<file path="src/rtl/gregorian_to_lunar_date_defines.svh">
// Assertion macros for the lunar date converter
`ifndef GREGORIAN_TO_LUNAR_DATE_DEFINES_SVH
`define GREGORIAN_TO_LUNAR_DATE_DEFINES_SVH
`ifndef SYNTHESIS
`define G2L_ASSERT_IMPL(lbl, clk, rstn, ante, cons) \
  lbl: assert property (@(posedge clk) disable iff (!rstn) (ante) |-> (cons)) \
    else $error("assertion failed");
`define G2L_ASSERT_NEXT(lbl, clk, rstn, ante, cons) \
  lbl: assert property (@(posedge clk) disable iff (!rstn) (ante) |=> (cons)) \
    else $error("assertion failed");
`else
`define G2L_ASSERT_IMPL(lbl, clk, rstn, ante, cons)
`define G2L_ASSERT_NEXT(lbl, clk, rstn, ante, cons)
`endif
`endif

</file>
<file path="src/rtl/g2l_pkg.sv">
// ----------------------------------------------------------------------------
// g2l_pkg
// Types, constants and helpers for the lunar date converter.
// ----------------------------------------------------------------------------
package g2l_pkg;
  localparam int TableDepthDef = 256;
  localparam int BaseYearDef   = 1900;
  localparam int WordW         = 17;
  localparam int CntW          = 9;
  localparam int DayW          = 21;
  // day number of 1900-01-31 in the shifted-epoch scheme
  localparam logic [DayW-1:0] BaseDay = DayW'(146097 * 5 + 365 * 299 + 74 - 2 + 336);

  typedef enum logic [0:0] {KIND_LOAD = 1'b0, KIND_CONV = 1'b1} kind_t;

  typedef struct packed {
    logic [DayW-1:0] rem;
    logic            bad;
  } job_t;

  typedef struct packed {
    logic [11:0] lunar_year;
    logic [3:0]  lunar_month;
    logic [4:0]  lunar_day;
    logic        is_leap_month;
    logic [3:0]  stem_index;
    logic [3:0]  branch_index;
    logic        out_of_range;
  } res_t;

  function automatic logic [3:0] leap_of(input logic [WordW-1:0] w);
    leap_of = (w[3:0] > 4'd12) ? 4'd0 : w[3:0];
  endfunction

  function automatic logic [8:0] year_len(input logic [WordW-1:0] w);
    logic [8:0] t;
    t = 9'd348;
    for (int m = 4; m < 16; m++) t = t + 9'(w[m]);
    if (leap_of(w) != 4'd0) t = t + 9'd29 + 9'(w[16]);
    year_len = t;
  endfunction
endpackage

</file>
<file path="src/rtl/g2l_if.sv">
// ----------------------------------------------------------------------------
// g2l_in_if / g2l_out_if
// Valid/ready channels of the lunar date converter.
// ----------------------------------------------------------------------------
interface g2l_in_if;
  logic        valid;
  logic        ready;
  logic        kind;
  logic [7:0]  table_index;
  logic [16:0] table_word;
  logic [11:0] solar_year;
  logic [3:0]  solar_month;
  logic [4:0]  solar_day;
  modport source (output valid, kind, table_index, table_word, solar_year,
                  solar_month, solar_day, input ready);
  modport sink (input valid, kind, table_index, table_word, solar_year,
                solar_month, solar_day, output ready);
endinterface

interface g2l_out_if;
  logic        valid;
  logic        ready;
  logic [11:0] lunar_year;
  logic [3:0]  lunar_month;
  logic [4:0]  lunar_day;
  logic        is_leap_month;
  logic [3:0]  stem_index;
  logic [3:0]  branch_index;
  logic        out_of_range;
  modport source (output valid, lunar_year, lunar_month, lunar_day, is_leap_month,
                  stem_index, branch_index, out_of_range, input ready);
  modport sink (input valid, lunar_year, lunar_month, lunar_day, is_leap_month,
                stem_index, branch_index, out_of_range, output ready);
endinterface

</file>
<file path="src/rtl/g2l_front.sv">
// ----------------------------------------------------------------------------
// g2l_front
// Validates a date and computes days since the base date in states S_A, S_B, S_C.
// ----------------------------------------------------------------------------
module g2l_front import g2l_pkg::*; (
  input  logic        clk,
  input  logic        rst_n,
  input  logic        start,
  input  logic [11:0] yr,
  input  logic [3:0]  mo,
  input  logic [4:0]  dy,
  output logic        busy,
  output logic        done,
  output job_t        job
);
  typedef enum logic [3:0] {
    S_IDLE = 4'b0001, S_A = 4'b0010, S_B = 4'b0100, S_C = 4'b1000
  } st_t;
  st_t st_r;
  logic [12:0] yy_r;
  logic [3:0]  mo_r;
  logic [4:0]  dy_r;
  logic [12:0] era_r, yoe_r;
  logic        bad_r;
  logic [DayW-1:0] tgt_r;
  logic [4:0]  mlen;
  logic        gleap;
  logic [3:0]  mp;
  logic [8:0]  doy;
  logic [12:0] era_q;
  logic [26:0] era_m;
  logic [22:0] cen_m;
  logic [5:0]  cen_q;
  logic [6:0]  cen_r;
  logic [8:0]  mdays;
  logic [1:0]  yoe_c;

  always_comb begin
    cen_m = 23'(yr) * 23'd1311;
    cen_q = 6'(cen_m >> 17);
    cen_r = 7'(yr - 12'(cen_q) * 12'd100);
    gleap = yr[1:0] == 2'd0 && (cen_r != 7'd0 || cen_q[1:0] == 2'd0);
    case (mo)
      4'd2: mlen = gleap ? 5'd29 : 5'd28;
      4'd4, 4'd6, 4'd9, 4'd11: mlen = 5'd30;
      default: mlen = 5'd31;
    endcase
    mp = (mo_r > 4'd2) ? mo_r - 4'd3 : mo_r + 4'd9;
    case (mp)
      4'd0:  mdays = 9'd0;
      4'd1:  mdays = 9'd31;
      4'd2:  mdays = 9'd61;
      4'd3:  mdays = 9'd92;
      4'd4:  mdays = 9'd122;
      4'd5:  mdays = 9'd153;
      4'd6:  mdays = 9'd184;
      4'd7:  mdays = 9'd214;
      4'd8:  mdays = 9'd245;
      4'd9:  mdays = 9'd275;
      4'd10: mdays = 9'd306;
      4'd11: mdays = 9'd337;
      default: mdays = 9'd0;
    endcase
    doy = mdays + 9'(dy_r) - 9'd1;
    era_m = 27'(yy_r) * 27'd10486;
    era_q = 13'(era_m >> 22);
    if (13'(yy_r - 13'(era_q * 13'd400)) >= 13'd400) era_q = era_q + 13'd1;
    if (yoe_r >= 13'd300) yoe_c = 2'd3;
    else if (yoe_r >= 13'd200) yoe_c = 2'd2;
    else if (yoe_r >= 13'd100) yoe_c = 2'd1;
    else yoe_c = 2'd0;
  end

  always_ff @(posedge clk) begin
    if (!rst_n) begin
      st_r <= S_IDLE;
    end else begin
      unique case (st_r)
        S_IDLE: if (start) st_r <= S_A;
        S_A: st_r <= S_B;
        S_B: st_r <= S_C;
        S_C: st_r <= S_IDLE;
        default: st_r <= S_IDLE;
      endcase
    end
    if (start && st_r == S_IDLE) begin
      yy_r  <= 13'(yr) + 13'd400 - ((mo <= 4'd2) ? 13'd1 : 13'd0);
      mo_r  <= mo;
      dy_r  <= dy;
      bad_r <= mo == 4'd0 || mo > 4'd12 || dy == 5'd0 || dy > mlen;
    end
    if (st_r == S_A) begin
      era_r <= era_q;
      yoe_r <= 13'(yy_r - 13'(era_q * 13'd400));
    end
    if (st_r == S_B)
      tgt_r <= DayW'(era_r) * DayW'(146097) + DayW'(yoe_r) * DayW'(365)
               + DayW'(yoe_r >> 2) - DayW'(yoe_c) + DayW'(doy);
  end

  assign busy = st_r != S_IDLE;
  assign done = st_r == S_C;
  assign job.bad = bad_r || tgt_r < BaseDay;
  assign job.rem = tgt_r - BaseDay;
endmodule

</file>
<file path="src/rtl/g2l_fifo.sv">
// ----------------------------------------------------------------------------
// g2l_fifo
// Two-entry queue of jobs between front and back.
// ----------------------------------------------------------------------------
module g2l_fifo import g2l_pkg::*; (
  input  logic clk,
  input  logic rst_n,
  input  logic push,
  input  job_t din,
  output logic full,
  input  logic pop,
  output logic empty,
  output job_t dout
);
  job_t q_r [2];
  logic wp_r, rp_r;
  logic [1:0] cnt_r;
  always_ff @(posedge clk) begin
    if (!rst_n) begin
      wp_r <= 1'b0; rp_r <= 1'b0; cnt_r <= 2'd0;
    end else begin
      if (push) wp_r <= ~wp_r;
      if (pop) rp_r <= ~rp_r;
      cnt_r <= cnt_r + 2'(push) - 2'(pop);
    end
    if (push) q_r[wp_r] <= din;
  end
  assign full = cnt_r == 2'd2;
  assign empty = cnt_r == 2'd0;
  assign dout = q_r[rp_r];
endmodule

</file>
<file path="src/rtl/g2l_back.sv">
// ----------------------------------------------------------------------------
// g2l_back
// Holds the year table; walks years then months for each queued job.
// ----------------------------------------------------------------------------
module g2l_back import g2l_pkg::*; #(
  parameter int TABLE_DEPTH = TableDepthDef,
  parameter int BASE_YEAR   = BaseYearDef
) (
  input  logic                        clk,
  input  logic                        rst_n,
  input  logic                        wr_en,
  input  logic [$clog2(TABLE_DEPTH)-1:0] wr_addr,
  input  logic [WordW-1:0]            wr_data,
  input  logic [CntW-1:0]             years_loaded,
  input  logic                        job_valid,
  input  job_t                        job,
  output logic                        job_pop,
  output logic                        idle,
  output logic                        res_valid,
  input  logic                        res_ready,
  output res_t                        res
);
  localparam int AW = $clog2(TABLE_DEPTH);
  localparam int LW = (CntW > AW + 1) ? CntW : AW + 1;
  typedef enum logic [4:0] {
    B_IDLE = 5'b00001, B_RD = 5'b00010, B_YR = 5'b00100, B_MON = 5'b01000,
    B_OUT = 5'b10000
  } bst_t;
  bst_t st_r;
  logic [WordW-1:0] mem [TABLE_DEPTH];
  logic [WordW-1:0] rd_r;
  logic [AW:0]      idx_r;
  logic [DayW-1:0]  rem_r;
  logic [3:0]       m_r;
  logic             inleap_r;
  logic [3:0]       stem_r;
  logic [3:0]       br_r;
  logic [LW-1:0]    limit;
  logic [4:0]       len;
  logic [8:0]       ylen;
  logic [11:0]      ly;
  res_t             res_r;

  always_ff @(posedge clk) begin
    if (wr_en) mem[wr_addr] <= wr_data;
    rd_r <= mem[idx_r[AW-1:0]];
  end

  always_comb begin
    limit = (LW'(years_loaded) < LW'(TABLE_DEPTH)) ? LW'(years_loaded) : LW'(TABLE_DEPTH);
    ylen = year_len(rd_r);
    len = inleap_r ? 5'd29 + 5'(rd_r[16]) : 5'd29 + 5'(rd_r[3 + m_r]);
    ly = 12'(BASE_YEAR) + 12'(idx_r);
  end

  always_ff @(posedge clk) begin
    if (!rst_n) begin
      st_r <= B_IDLE;
    end else begin
      unique case (st_r)
        B_IDLE: if (job_valid) begin
          rem_r <= job.rem; idx_r <= '0;
          stem_r <= 4'((BASE_YEAR - 4) % 10);
          br_r <= 4'((BASE_YEAR - 4) % 12);
          res_r <= '{out_of_range: 1'b1, default: '0};
          st_r <= (job.bad || limit == '0) ? B_OUT : B_RD;
        end
        B_RD: st_r <= B_YR;
        B_YR: begin
          if (rem_r < DayW'(ylen)) begin
            m_r <= 4'd1; inleap_r <= 1'b0; st_r <= B_MON;
          end else begin
            rem_r <= rem_r - DayW'(ylen);
            idx_r <= idx_r + 1'b1;
            stem_r <= (stem_r == 4'd9) ? 4'd0 : stem_r + 4'd1;
            br_r <= (br_r == 4'd11) ? 4'd0 : br_r + 4'd1;
            st_r <= (LW'(idx_r) + 1'b1 >= limit) ? B_OUT : B_RD;
          end
        end
        B_MON: begin
          if (rem_r < DayW'(len)) begin
            res_r.lunar_year    <= ly;
            res_r.lunar_month   <= m_r;
            res_r.lunar_day     <= 5'(rem_r) + 5'd1;
            res_r.is_leap_month <= inleap_r;
            res_r.stem_index    <= stem_r;
            res_r.branch_index  <= br_r;
            res_r.out_of_range  <= 1'b0;
            st_r <= B_OUT;
          end else begin
            rem_r <= rem_r - DayW'(len);
            if (!inleap_r && leap_of(rd_r) == m_r) inleap_r <= 1'b1;
            else begin
              inleap_r <= 1'b0;
              m_r <= m_r + 4'd1;
              if (m_r == 4'd12) st_r <= B_OUT;
            end
          end
        end
        B_OUT: if (res_ready) st_r <= B_IDLE;
        default: st_r <= B_IDLE;
      endcase
    end
  end

  assign job_pop = st_r == B_IDLE && job_valid;
  assign idle = st_r == B_IDLE;
  assign res_valid = st_r == B_OUT;
  assign res = res_r;
endmodule

</file>
<file path="src/rtl/gregorian_to_lunar_date.sv">
// ----------------------------------------------------------------------------
// gregorian_to_lunar_date
// Gregorian to lunar date converter with a loadable year table.
// ----------------------------------------------------------------------------
// channel | dir | handshake   | word
// in_     | in  | valid/ready | kind, table_index, table_word, date
// out_    | out | valid/ready | lunar date, stem, branch, out_of_range
// cfg_    | in  | wr_en       | years_loaded
// A load is accepted only once the front, queue and back are all empty.
// A conversion passes the front states S_A, S_B and S_C, then the back reads and
// checks each year word in turn (B_RD, B_YR) plus up to 13 month steps.
// The year walk through the table, with its one read port, sets the latency.
// Synchronous active-low reset; the table is not cleared.
// A stalled output holds the back; the two-entry queue lets the front go on until it is full.
`include "gregorian_to_lunar_date_defines.svh"
module gregorian_to_lunar_date import g2l_pkg::*; #(
  parameter int TABLE_DEPTH = TableDepthDef,
  parameter int BASE_YEAR   = BaseYearDef
) (
  input  logic            clk,
  input  logic            rst_n,
  g2l_in_if.sink          in_ch,
  g2l_out_if.source       out_ch,
  input  logic            cfg_wr_en,
  input  logic [CntW-1:0] cfg_wr_data
);
  localparam int AW = $clog2(TABLE_DEPTH);
  logic [CntW-1:0] years_loaded_r;
  logic f_busy, f_done, q_full, q_empty, q_pop, f_start, ld, b_idle;
  job_t f_job, q_job;
  res_t res;

  always_ff @(posedge clk) begin
    if (!rst_n) years_loaded_r <= CntW'(201);
    else if (cfg_wr_en) years_loaded_r <= cfg_wr_data;
  end

  assign in_ch.ready = !f_busy && !q_full
                       && (in_ch.kind == KIND_CONV || (q_empty && b_idle));
  assign f_start = in_ch.valid && in_ch.ready && in_ch.kind == KIND_CONV;
  assign ld = in_ch.valid && in_ch.ready && in_ch.kind == KIND_LOAD
              && 32'(in_ch.table_index) < TABLE_DEPTH;

  g2l_front u_front (.clk, .rst_n, .start(f_start), .yr(in_ch.solar_year),
    .mo(in_ch.solar_month), .dy(in_ch.solar_day), .busy(f_busy), .done(f_done),
    .job(f_job));

  g2l_fifo u_fifo (.clk, .rst_n, .push(f_done), .din(f_job), .full(q_full),
    .pop(q_pop), .empty(q_empty), .dout(q_job));

  g2l_back #(.TABLE_DEPTH(TABLE_DEPTH), .BASE_YEAR(BASE_YEAR)) u_back (
    .clk, .rst_n, .wr_en(ld), .wr_addr(AW'(in_ch.table_index)),
    .wr_data(in_ch.table_word), .years_loaded(years_loaded_r),
    .job_valid(!q_empty), .job(q_job), .job_pop(q_pop), .idle(b_idle),
    .res_valid(out_ch.valid), .res_ready(out_ch.ready), .res(res));

  assign out_ch.lunar_year    = res.lunar_year;
  assign out_ch.lunar_month   = res.lunar_month;
  assign out_ch.lunar_day     = res.lunar_day;
  assign out_ch.is_leap_month = res.is_leap_month;
  assign out_ch.stem_index    = res.stem_index;
  assign out_ch.branch_index  = res.branch_index;
  assign out_ch.out_of_range  = res.out_of_range;

  `G2L_ASSERT_IMPL(a_no_push_full, clk, rst_n, f_done, !q_full)
  `G2L_ASSERT_IMPL(a_oor_zero, clk, rst_n, out_ch.valid && out_ch.out_of_range,
    out_ch.lunar_year == 12'd0 && out_ch.lunar_day == 5'd0)
  `G2L_ASSERT_NEXT(a_start_busy, clk, rst_n, f_start, f_busy)
endmodule

</file>
<file path="src/flat_wrapper.sv">
// flat-port wrapper written by rule: the top's interface ports become plain ports
module gregorian_to_lunar_date_flat import g2l_pkg::*;
#(
  parameter int TABLE_DEPTH = TableDepthDef,
  parameter int BASE_YEAR   = BaseYearDef
)
  (clk, rst_n, cfg_wr_en, cfg_wr_data, in_ch_valid, in_ch_kind, in_ch_table_index, in_ch_table_word, in_ch_solar_year, in_ch_solar_month, in_ch_solar_day, in_ch_ready, out_ch_valid, out_ch_lunar_year, out_ch_lunar_month, out_ch_lunar_day, out_ch_is_leap_month, out_ch_stem_index, out_ch_branch_index, out_ch_out_of_range, out_ch_ready);
  g2l_in_if in_ch_i ();
  g2l_out_if out_ch_i ();
  input  logic clk;
  input  logic rst_n;
  input  logic cfg_wr_en;
  input  logic [CntW-1:0] cfg_wr_data;
  input wire logic [$bits(in_ch_i.valid)-1:0] in_ch_valid;
  input wire logic [$bits(in_ch_i.kind)-1:0] in_ch_kind;
  input wire logic [$bits(in_ch_i.table_index)-1:0] in_ch_table_index;
  input wire logic [$bits(in_ch_i.table_word)-1:0] in_ch_table_word;
  input wire logic [$bits(in_ch_i.solar_year)-1:0] in_ch_solar_year;
  input wire logic [$bits(in_ch_i.solar_month)-1:0] in_ch_solar_month;
  input wire logic [$bits(in_ch_i.solar_day)-1:0] in_ch_solar_day;
  output wire logic [$bits(in_ch_i.ready)-1:0] in_ch_ready;
  output wire logic [$bits(out_ch_i.valid)-1:0] out_ch_valid;
  output wire logic [$bits(out_ch_i.lunar_year)-1:0] out_ch_lunar_year;
  output wire logic [$bits(out_ch_i.lunar_month)-1:0] out_ch_lunar_month;
  output wire logic [$bits(out_ch_i.lunar_day)-1:0] out_ch_lunar_day;
  output wire logic [$bits(out_ch_i.is_leap_month)-1:0] out_ch_is_leap_month;
  output wire logic [$bits(out_ch_i.stem_index)-1:0] out_ch_stem_index;
  output wire logic [$bits(out_ch_i.branch_index)-1:0] out_ch_branch_index;
  output wire logic [$bits(out_ch_i.out_of_range)-1:0] out_ch_out_of_range;
  input wire logic [$bits(out_ch_i.ready)-1:0] out_ch_ready;
  assign in_ch_i.valid = in_ch_valid;
  assign in_ch_i.kind = in_ch_kind;
  assign in_ch_i.table_index = in_ch_table_index;
  assign in_ch_i.table_word = in_ch_table_word;
  assign in_ch_i.solar_year = in_ch_solar_year;
  assign in_ch_i.solar_month = in_ch_solar_month;
  assign in_ch_i.solar_day = in_ch_solar_day;
  assign in_ch_ready = in_ch_i.ready;
  assign out_ch_valid = out_ch_i.valid;
  assign out_ch_lunar_year = out_ch_i.lunar_year;
  assign out_ch_lunar_month = out_ch_i.lunar_month;
  assign out_ch_lunar_day = out_ch_i.lunar_day;
  assign out_ch_is_leap_month = out_ch_i.is_leap_month;
  assign out_ch_stem_index = out_ch_i.stem_index;
  assign out_ch_branch_index = out_ch_i.branch_index;
  assign out_ch_out_of_range = out_ch_i.out_of_range;
  assign out_ch_i.ready = out_ch_ready;
  gregorian_to_lunar_date #(.TABLE_DEPTH(TABLE_DEPTH), .BASE_YEAR(BASE_YEAR)) u_core (.clk(clk), .rst_n(rst_n), .in_ch(in_ch_i), .out_ch(out_ch_i), .cfg_wr_en(cfg_wr_en), .cfg_wr_data(cfg_wr_data));
endmodule
</file>
<file path="config.mk">
export PLATFORM = sky130hd
export DESIGN_NAME = gregorian_to_lunar_date_flat
export DESIGN_NICKNAME = d
export VERILOG_FILES = /design/src/rtl/g2l_pkg.sv /design/src/rtl/g2l_if.sv /design/src/rtl/g2l_front.sv /design/src/rtl/g2l_fifo.sv /design/src/rtl/g2l_back.sv /design/src/rtl/gregorian_to_lunar_date.sv /design/src/flat_wrapper.sv
export VERILOG_INCLUDE_DIRS = /design/src /design/src/rtl
export SDC_FILE = /design/constraint.sdc
export NUM_CORES = 2
export LEC_CHECK = 0
export BUFFER_PORTS_ARGS = -buffer_cell sky130_fd_sc_hd__buf_4
export CAP_MARGIN = 5
export CORE_MARGIN = 3
export CORE_UTILIZATION = 30
export DETAILED_ROUTE_END_ITERATION = 10
export GPL_TIMING_DRIVEN = 0
export PLACE_DENSITY_LB_ADDON = 0.08
export RECOVER_POWER = 100
export REMOVE_ABC_BUFFERS = 1
export SLEW_MARGIN = 20
export SYNTH_ARGS = -nofsm -noshare
export SYNTH_HDL_FRONTEND = slang
export SYNTH_MEMORY_MAX_BITS = 65536
export SYNTH_SLANG_ARGS = --single-unit
</file>
<file path="constraint.sdc">
create_clock -name clk -period 15.5 [get_ports clk]
set_input_delay 0.775 -clock clk [delete_from_list [all_inputs] [get_ports clk]]
set_output_delay 0.775 -clock clk [all_outputs]
set_load 0.02 [all_outputs]
</file>
* Word level (Yosys, flattened, before mapping)
Memories as Yosys holds them, arrays and structs flattened. A register that Yosys moved wholly into a read port is not among the register bits. Cells that the tools add are included. W data, S select, Z words.
Word-level totals: latch bits 0, word-level logic and storage cells 223, memories kept 3, RAM bits 4396, ROM bits 144, register bits 166
Cells by class: reductions and logical operators 40, multiply operators 7, eq/ne operators 30, bitwise operators 3, shift operators 0, multiplexer cells 57, add/sub/neg operators 42, order comparisons 15, div/mod/pow operators 0
Memories:
- u_core.u_back.mem | depth 256, bits a word 17, rd ports 1, clocked after memory_dff 1, wr ports 1, line g2l_back.sv:30 | logic [WordW-1:0] mem [TABLE_DEPTH];
- (name not given) | depth 16, bits a word 9, rd ports 1, clocked after memory_dff 0, wr ports 0, line g2l_front.sv:49 | case (mp)
- u_core.u_fifo.q_r | depth 2, bits a word 22, rd ports 1, clocked after memory_dff 1, wr ports 1, line g2l_fifo.sv:15 | job_t q_r [2];
Operators by type and width (number):
- $add A9 B1 Y9 | 12
- $mux W21 | 3
- $pmux W21 S3 | 1
- $mux W31 | 2
- $pmux W31 S2 | 1
- $mux W4 | 12
- $mux W5 | 9
- $mux W9 | 4
- $ge A13 B9 Y1 const B | 2
- $mul A13 B13 Y26 const B | 1
- $sub A13 B13 Y13 | 2
- $pmux W5 S5 | 1
- $eq A4 B4 Y1 const B | 6
- $pmux W4 S2 | 3
- $mul A12 B11 Y23 const B | 1
- $add A21 B11 Y21 | 1
- $add A21 B21 Y21 | 1
- $add A21 B9 Y21 | 1
- $lt A21 B20 Y1 const B | 1
- $lt A21 B5 Y1 | 1
- $lt A21 B9 Y1 | 1
- $mul A13 B18 Y21 const B | 1
- $mul A13 B9 Y21 const B | 1
- $sub A21 B2 Y21 | 1
- 70 further kinds | 125

* Depth between registers and ports, before layout
depth after elaboration 18, gate-level depth with buffers 51, mapped depth without buffers 49

* Modules after synthesis
Synthesis repeated with hierarchy kept, for this count alone.
Unflattened totals: cell total of the unflattened synthesis 9860, area total of the unflattened synthesis 191531.2 sq um
Modules (own cells, without submodules):
- g2l_back | sequential area each 133347.9 sq um, instances 1, cells an instance 8144, area each 173029.7 sq um
- g2l_front | sequential area each 1971.9 sq um, instances 1, cells an instance 1592, area each 16318.2 sq um
- g2l_fifo | sequential area each 1421.4 sq um, instances 1, cells an instance 89, area each 1816.7 sq um
- gregorian_to_lunar_date | sequential area each 180.2 sq um, instances 1, cells an instance 35, area each 366.6 sq um

* Worst setup path after synthesis
OpenSTA, ideal clock, no wires.
path type register -> register, start point reg u_core.u_front.yy_r[5], end point reg u_core.u_front.yoe_r[12] (data pin), setup time 0.267 ns, path buffers 1, slack 4.376 ns, cell stages (with the launch flop) 48, arrival time 10.857 ns, cells stage by stage edfxtp_1 -> clkbuf_1 -> inv_1 -> fa_1 -> inv_1 -> ha_1 -> fa_1 -> fa_1 -> inv_1 -> fa_1 -> inv_1 -> ha_1 -> a211oi_2 -> nand2_1 -> o311a_4 -> o31a_1 -> o21ai_0 -> nand2b_1 -> [... 12 more ...] -> o31ai_1 -> nor3_1 -> o211ai_1 -> a211o_1 -> a2111oi_4 -> mux2_2 -> ha_1 -> ha_1 -> ha_1 -> fa_1 -> inv_1 -> ha_1 -> a21oi_1 -> o21bai_1 -> a21oi_1 -> xnor2_1 -> xnor2_1 -> xnor2_1
Between the ends: cells in the longest elaborated chain, start to end 7
Ends and longest elaborated chain:
- from (decl) | line g2l_front.sv:20 | logic [12:0] yy_r;
- from (signal assigned) | line g2l_front.sv:87 | yy_r <= 13'(yr) + 13'd400 - ((mo <= 4'd2) ? 13'd1 : 13'd0);
- $mul A13 B13 Y26 | line g2l_front.sv:65 | era_m = 27'(yy_r) * 27'd10486;
- $mul A5 B5 Y9 | line g2l_front.sv:67 | if (13'(yy_r - 13'(era_q * 13'd400)) >= 13'd400) era_q = era_q + 13'd1;
- $sub A13 B13 Y13 | line g2l_front.sv:67
- $ge A13 B9 Y1 | line g2l_front.sv:67
- $mux W6 * | line g2l_front.sv:67
- via u_core.u_front.era_q[1] | line g2l_front.sv:30 | logic [12:0] era_q;
- $mul A13 B5 Y9 * | line g2l_front.sv:94 | yoe_r <= 13'(yy_r - 13'(era_q * 13'd400));
- $sub A13 B13 Y13 * | line g2l_front.sv:94
- to (signal assigned) | line g2l_front.sv:94
- to (decl) | line g2l_front.sv:23 | logic [12:0] era_r, yoe_r;
The timed path passes the listed nets; every way through them passes the cells marked *. A chain may end at the register's enable or synchronous reset.

==> flow_results.xml <==
<?xml version="1.0" encoding="UTF-8"?>
<metrics>
  <group name="routing">
    <metric name="dr.first_iter.drc_count" unit="">8719</metric>
    <metric name="drc_errors" unit="">0</metric>
    <metric name="antenna_left" unit="">0</metric>
    <metric name="routed_wirelength" unit="mm">561</metric>
    <metric name="route.vias.total" unit="">92400</metric>
    <metric name="vias_per_cell" unit="">4.92</metric>
    <metric name="detail_route.first_pass.iterations" unit="">5</metric>
    <metric name="avgRoutedWirePerCell" unit="µm">29.8</metric>
  </group>
  <group name="placement">
    <metric name="placed_cells_incl_taps" unit="">17800</metric>
    <metric name="place_congestion" unit="">0.737</metric>
    <metric name="port-buffer-count" unit="">93</metric>
    <metric name="dpl.hpwl" unit="mm">373</metric>
    <metric name="placement.cell_area" unit="µm²">212000</metric>
    <metric name="pre_cts_setup_slack" unit="ps">2740</metric>
  </group>
  <group name="grt">
    <metric name="grt.met3_usage" unit="%">2.43</metric>
    <metric name="grt_start_max_net_pins" unit="">113</metric>
    <metric name="gr-total-overflow" unit="">0</metric>
    <metric name="vias_in_the_first_global_route" unit="">98800</metric>
    <metric name="global_route.usage.total" unit="%">17.1</metric>
    <metric name="top_usage_layer" unit="">met2</metric>
    <metric name="use_met1" unit="%">23.0</metric>
    <metric name="first_pass_grt_wire_length" unit="mm">784</metric>
    <metric name="grt_antenna_before_repair" unit="">60</metric>
    <metric name="grt.met2_usage" unit="%">29.4</metric>
  </group>
  <group name="die">
    <metric name="initial_core_util" unit="%">30.2</metric>
    <metric name="die_area" unit="µm²">643000</metric>
    <metric name="fp.dieW" unit="µm">802</metric>
    <metric name="row_count" unit="">291</metric>
    <metric name="boundaryPins" unit="">94</metric>
    <metric name="floorplan.core_area" unit="µm²">630000</metric>
    <metric name="dieHeight" unit="µm">802</metric>
  </group>
  <group name="timing">
    <metric name="fmax" unit="MHz">77.8</metric>
    <metric name="setup_viol_count_final" unit="">0</metric>
    <metric name="timing.final.ws_setup" unit="ps">2650</metric>
    <metric name="final_min_period_over_clock_period" unit="%">82.9</metric>
    <metric name="grt_setup_unrepaired" unit="">false</metric>
    <metric name="drv_slew" unit="">7269</metric>
    <metric name="skew" unit="ps">47.3</metric>
    <metric name="worst_pin_slew" unit="ps">5560</metric>
    <metric name="total_count_of_hold_check_failures_in_the_final_report" unit="">0</metric>
    <metric name="final_period_minus_worst_setup_slack" unit="ps">12850</metric>
    <metric name="worst_slew_margin_rel" unit="%">-271</metric>
  </group>
  <group name="logic_synthesis">
    <metric name="ys_async_sr_fraction" unit="%">0</metric>
    <metric name="post_synthesis_cell_area" unit="µm²">190000</metric>
    <metric name="ys.flop_type" unit="">edfxtp_1</metric>
    <metric name="synth_edf_count" unit="">4533</metric>
    <metric name="yosysTopAreaCellShare" unit="%">71.7</metric>
    <metric name="synth.ff_latch_count" unit="">4573</metric>
    <metric name="avgSynthCellArea" unit="µm²">20.5</metric>
    <metric name="post_synth_main_area_contributors" unit="">edfxtp_1 72%, mux4_2 15%, ha_1 2.9%</metric>
    <metric name="synth.yosys.seq_area_share" unit="%">72.1</metric>
    <metric name="yosys.area.top_type" unit="">edfxtp_1</metric>
    <metric name="synthesis.instances" unit="">9252</metric>
    <metric name="yosys.cell_types.count" unit="">76</metric>
    <metric name="yosysWarningCount" unit="">0</metric>
  </group>
  <group name="pwr">
    <metric name="power_report.internal_total" unit="µW">27700</metric>
    <metric name="swShare" unit="%">32.6</metric>
    <metric name="power" unit="µW">41100</metric>
    <metric name="pwr-share-seq" unit="%">35.0</metric>
    <metric name="peakVddDrop" unit="mV">0.568</metric>
    <metric name="pwr-share-comb" unit="%">35.5</metric>
    <metric name="clkPwrFrac" unit="%">29.5</metric>
    <metric name="power.static_leakage" unit="µW">0.0720</metric>
    <metric name="switching_power" unit="µW">13400</metric>
    <metric name="power.density" unit="nW/µm²">184</metric>
  </group>
  <group name="layout">
    <metric name="layout_common_cells" unit="">4533 x edfxtp_1, 1229 x mux4_2, 539 x clkbuf_16, 474 x inv_1, 445 x ha_1</metric>
    <metric name="final-instance-count-excl-fill" unit="">18800</metric>
    <metric name="drive_above_1_share" unit="%">22.8</metric>
    <metric name="mostFrequentLayoutCell" unit="">edfxtp_1</metric>
    <metric name="utilization" unit="%">35.4</metric>
    <metric name="nets" unit="">10800</metric>
    <metric name="design_area" unit="µm²">223000</metric>
    <metric name="nFillCells" unit="">58500</metric>
    <metric name="area_growth" unit="%">17.5</metric>
  </group>
  <group name="clocking">
    <metric name="cts.repair_timing.setup_buffer_count" unit="">0</metric>
    <metric name="worst_setup_hold_path_clk_slew" unit="ps">60</metric>
    <metric name="post_cts_resized" unit="">0</metric>
    <metric name="ctsHtreeMaxLevel" unit="">6</metric>
    <metric name="worstSkewPairLatency" unit="ps">1060</metric>
    <metric name="clock_path_buffers" unit="">4</metric>
    <metric name="cts.hold.buffers_added" unit="">31</metric>
    <metric name="tritoncts" unit="">yes</metric>
    <metric name="tritoncts.num_buffers" unit="">531</metric>
    <metric name="root_buffer" unit="">clkbuf_16</metric>
    <metric name="cts.sink_count" unit="">4573</metric>
  </group>
  <group name="min_path">
    <metric name="hold_path_class" unit="">input pin to register</metric>
  </group>
  <group name="worst_setup_path">
    <metric name="cp_max_fo" unit="">36</metric>
    <metric name="kind_of_start_point_of_the_critical_path" unit="">register</metric>
    <metric name="crit_path_end_kind" unit="">register</metric>
    <metric name="critical_path_required" unit="ps">16420</metric>
    <metric name="crit_arrival" unit="ps">13770</metric>
    <metric name="criticalPathCategory" unit="">register to register</metric>
  </group>
  <group name="outcome">
    <metric name="outcome" unit="">complete, but fails checks</metric>
    <metric name="violated_checks" unit="">capacitance limit, slew limit</metric>
  </group>
  <group name="flow_run">
    <metric name="max-cap-violations" unit="">211</metric>
  </group>
</metrics>
synth_stat cells, types with 7 or more instances:
master    number
mux2i_1      173
fa_1         238
nand2b_1      16
nor3_1        61
a21oi_1      180
and3_1         8
dfxtp_1       40
nand2_1      129
a221oi_1      70
xor2_1        44
mux4_2      1229
a211oi_1      28
nand3_1       32
nand4_1       13
o221ai_1      14
a22oi_1       74
o211ai_1      76
xnor2_1      103
nor4_1        13
nor2b_1       24
nor4b_1        8
inv_1        474
nand3b_1       7
buf_2         10
clkbuf_1     288
o21bai_1      12
nor2_1       391
o22ai_1       75
buf_1        132
or3_1         10
and2_1        29
ha_1         445
o21ai_0      139
o21a_1        13
edfxtp_1    4533
a31oi_1       10
a21o_1        29
final timing paths:
kind / from / end / slack (ps) / cells after the start
worst max-delay path: u_core.u_back.idx_r[2] / u_core.u_back.rd_r[11] / 2650 / 17
worst min-delay path: cfg_wr_en / u_core.years_loaded_r[5] / 130 / 3
worst max register to register: u_core.u_back.idx_r[2] / u_core.u_back.rd_r[11] / 2650 / 17
worst min register to register: u_core.u_front.tgt_r[0] / u_core.u_fifo.q_r[0][1] / 470 / 0
sequential cells by signal (all words and copies together) (netlist names), 5 cells and up, named ones only:
signal	flops
u_core.u_fifo.q_r	44
u_core.u_front.dy_r	5
u_core.years_loaded_r	9
u_core.u_back.mem	4352
u_core.u_front.era_r	6
u_core.u_back.res	31
u_core.u_back.rem_r	21
u_core.u_front.tgt_r	21
u_core.u_back.st_r	5
u_core.u_front.yy_r	13
u_core.u_front.yoe_r	13
u_core.u_back.idx_r	9
u_core.u_back.rd_r	17
through the flow:
step	hold slack (ps)	TNS [ps]
global placement	445	-1697290
global route	71.2	0
floorplan	421	-835160
finish	132	0
CTS	2.19	0
detailed placement	462	0
power groups by stage:
stage	Combinational, µW	Sequential, µW	Clock [µW]
floorplan	12900	14900	0
global placement	18500	15200	0
detailed placement	14900	14600	0
CTS	15000	14400	12500
global route	16700	14400	13000
finish	14600	14400	12100
worst max-delay path, stage by stage (launching register included):
cell and delay [ps]:
edfxtp_1 410, clkbuf_1 620, clkbuf_1 720, clkinvlp_2 2610, clkbuf_1 2050, nor3_1 1230, clkbuf_1 620, clkbuf_1 410
clkbuf_1 430, clkbuf_1 480, clkbuf_1 390, clkbuf_1 430, a221oi_1 370, o21ai_0 420, o22ai_1 190, nor2_1 490
a211oi_1 320, a21oi_1 370
kinds of logic after synthesis:
| group | after synthesis | share of synthesized area, % |
|---|---|---|
| xor+xnor | 147 | 0.678 |
| buf+inv | 909 | 1.80 |
| simple gates | 766 | 1.82 |
| flops | 4573 | 72.1 |
| compound gates | 767 | 2.66 |
| mux | 1406 | 15.5 |
| fa+ha+maj | 684 | 5.45 |
metal layers:
metal / part of all wire (%) / wire length (µm)
met5: 0.0037 / 21
met4: 2.8 / 15600
met3: 4.7 / 26500
met2: 50 / 279000
met1: 43 / 240000
cell type report:
| type | count | area, µm² | share of cell area (%) |
|---|---|---|---|
| repair buffers | 655 | 7320 | 3.28 |
| diodes | 35 | 87.6 | 0.0393 |
| inverters | 478 | 1810 | 0.811 |
| flip-flops and latches | 4573 | 137000 | 61.4 |
| well taps | 8350 | 10400 | 4.68 |
| clock inverters | 280 | 2840 | 1.27 |
| clock buffers | 660 | 13900 | 6.25 |
| multi-input cells | 3770 | 49800 | 22.3 |
(Power assumes the default switching activity.)
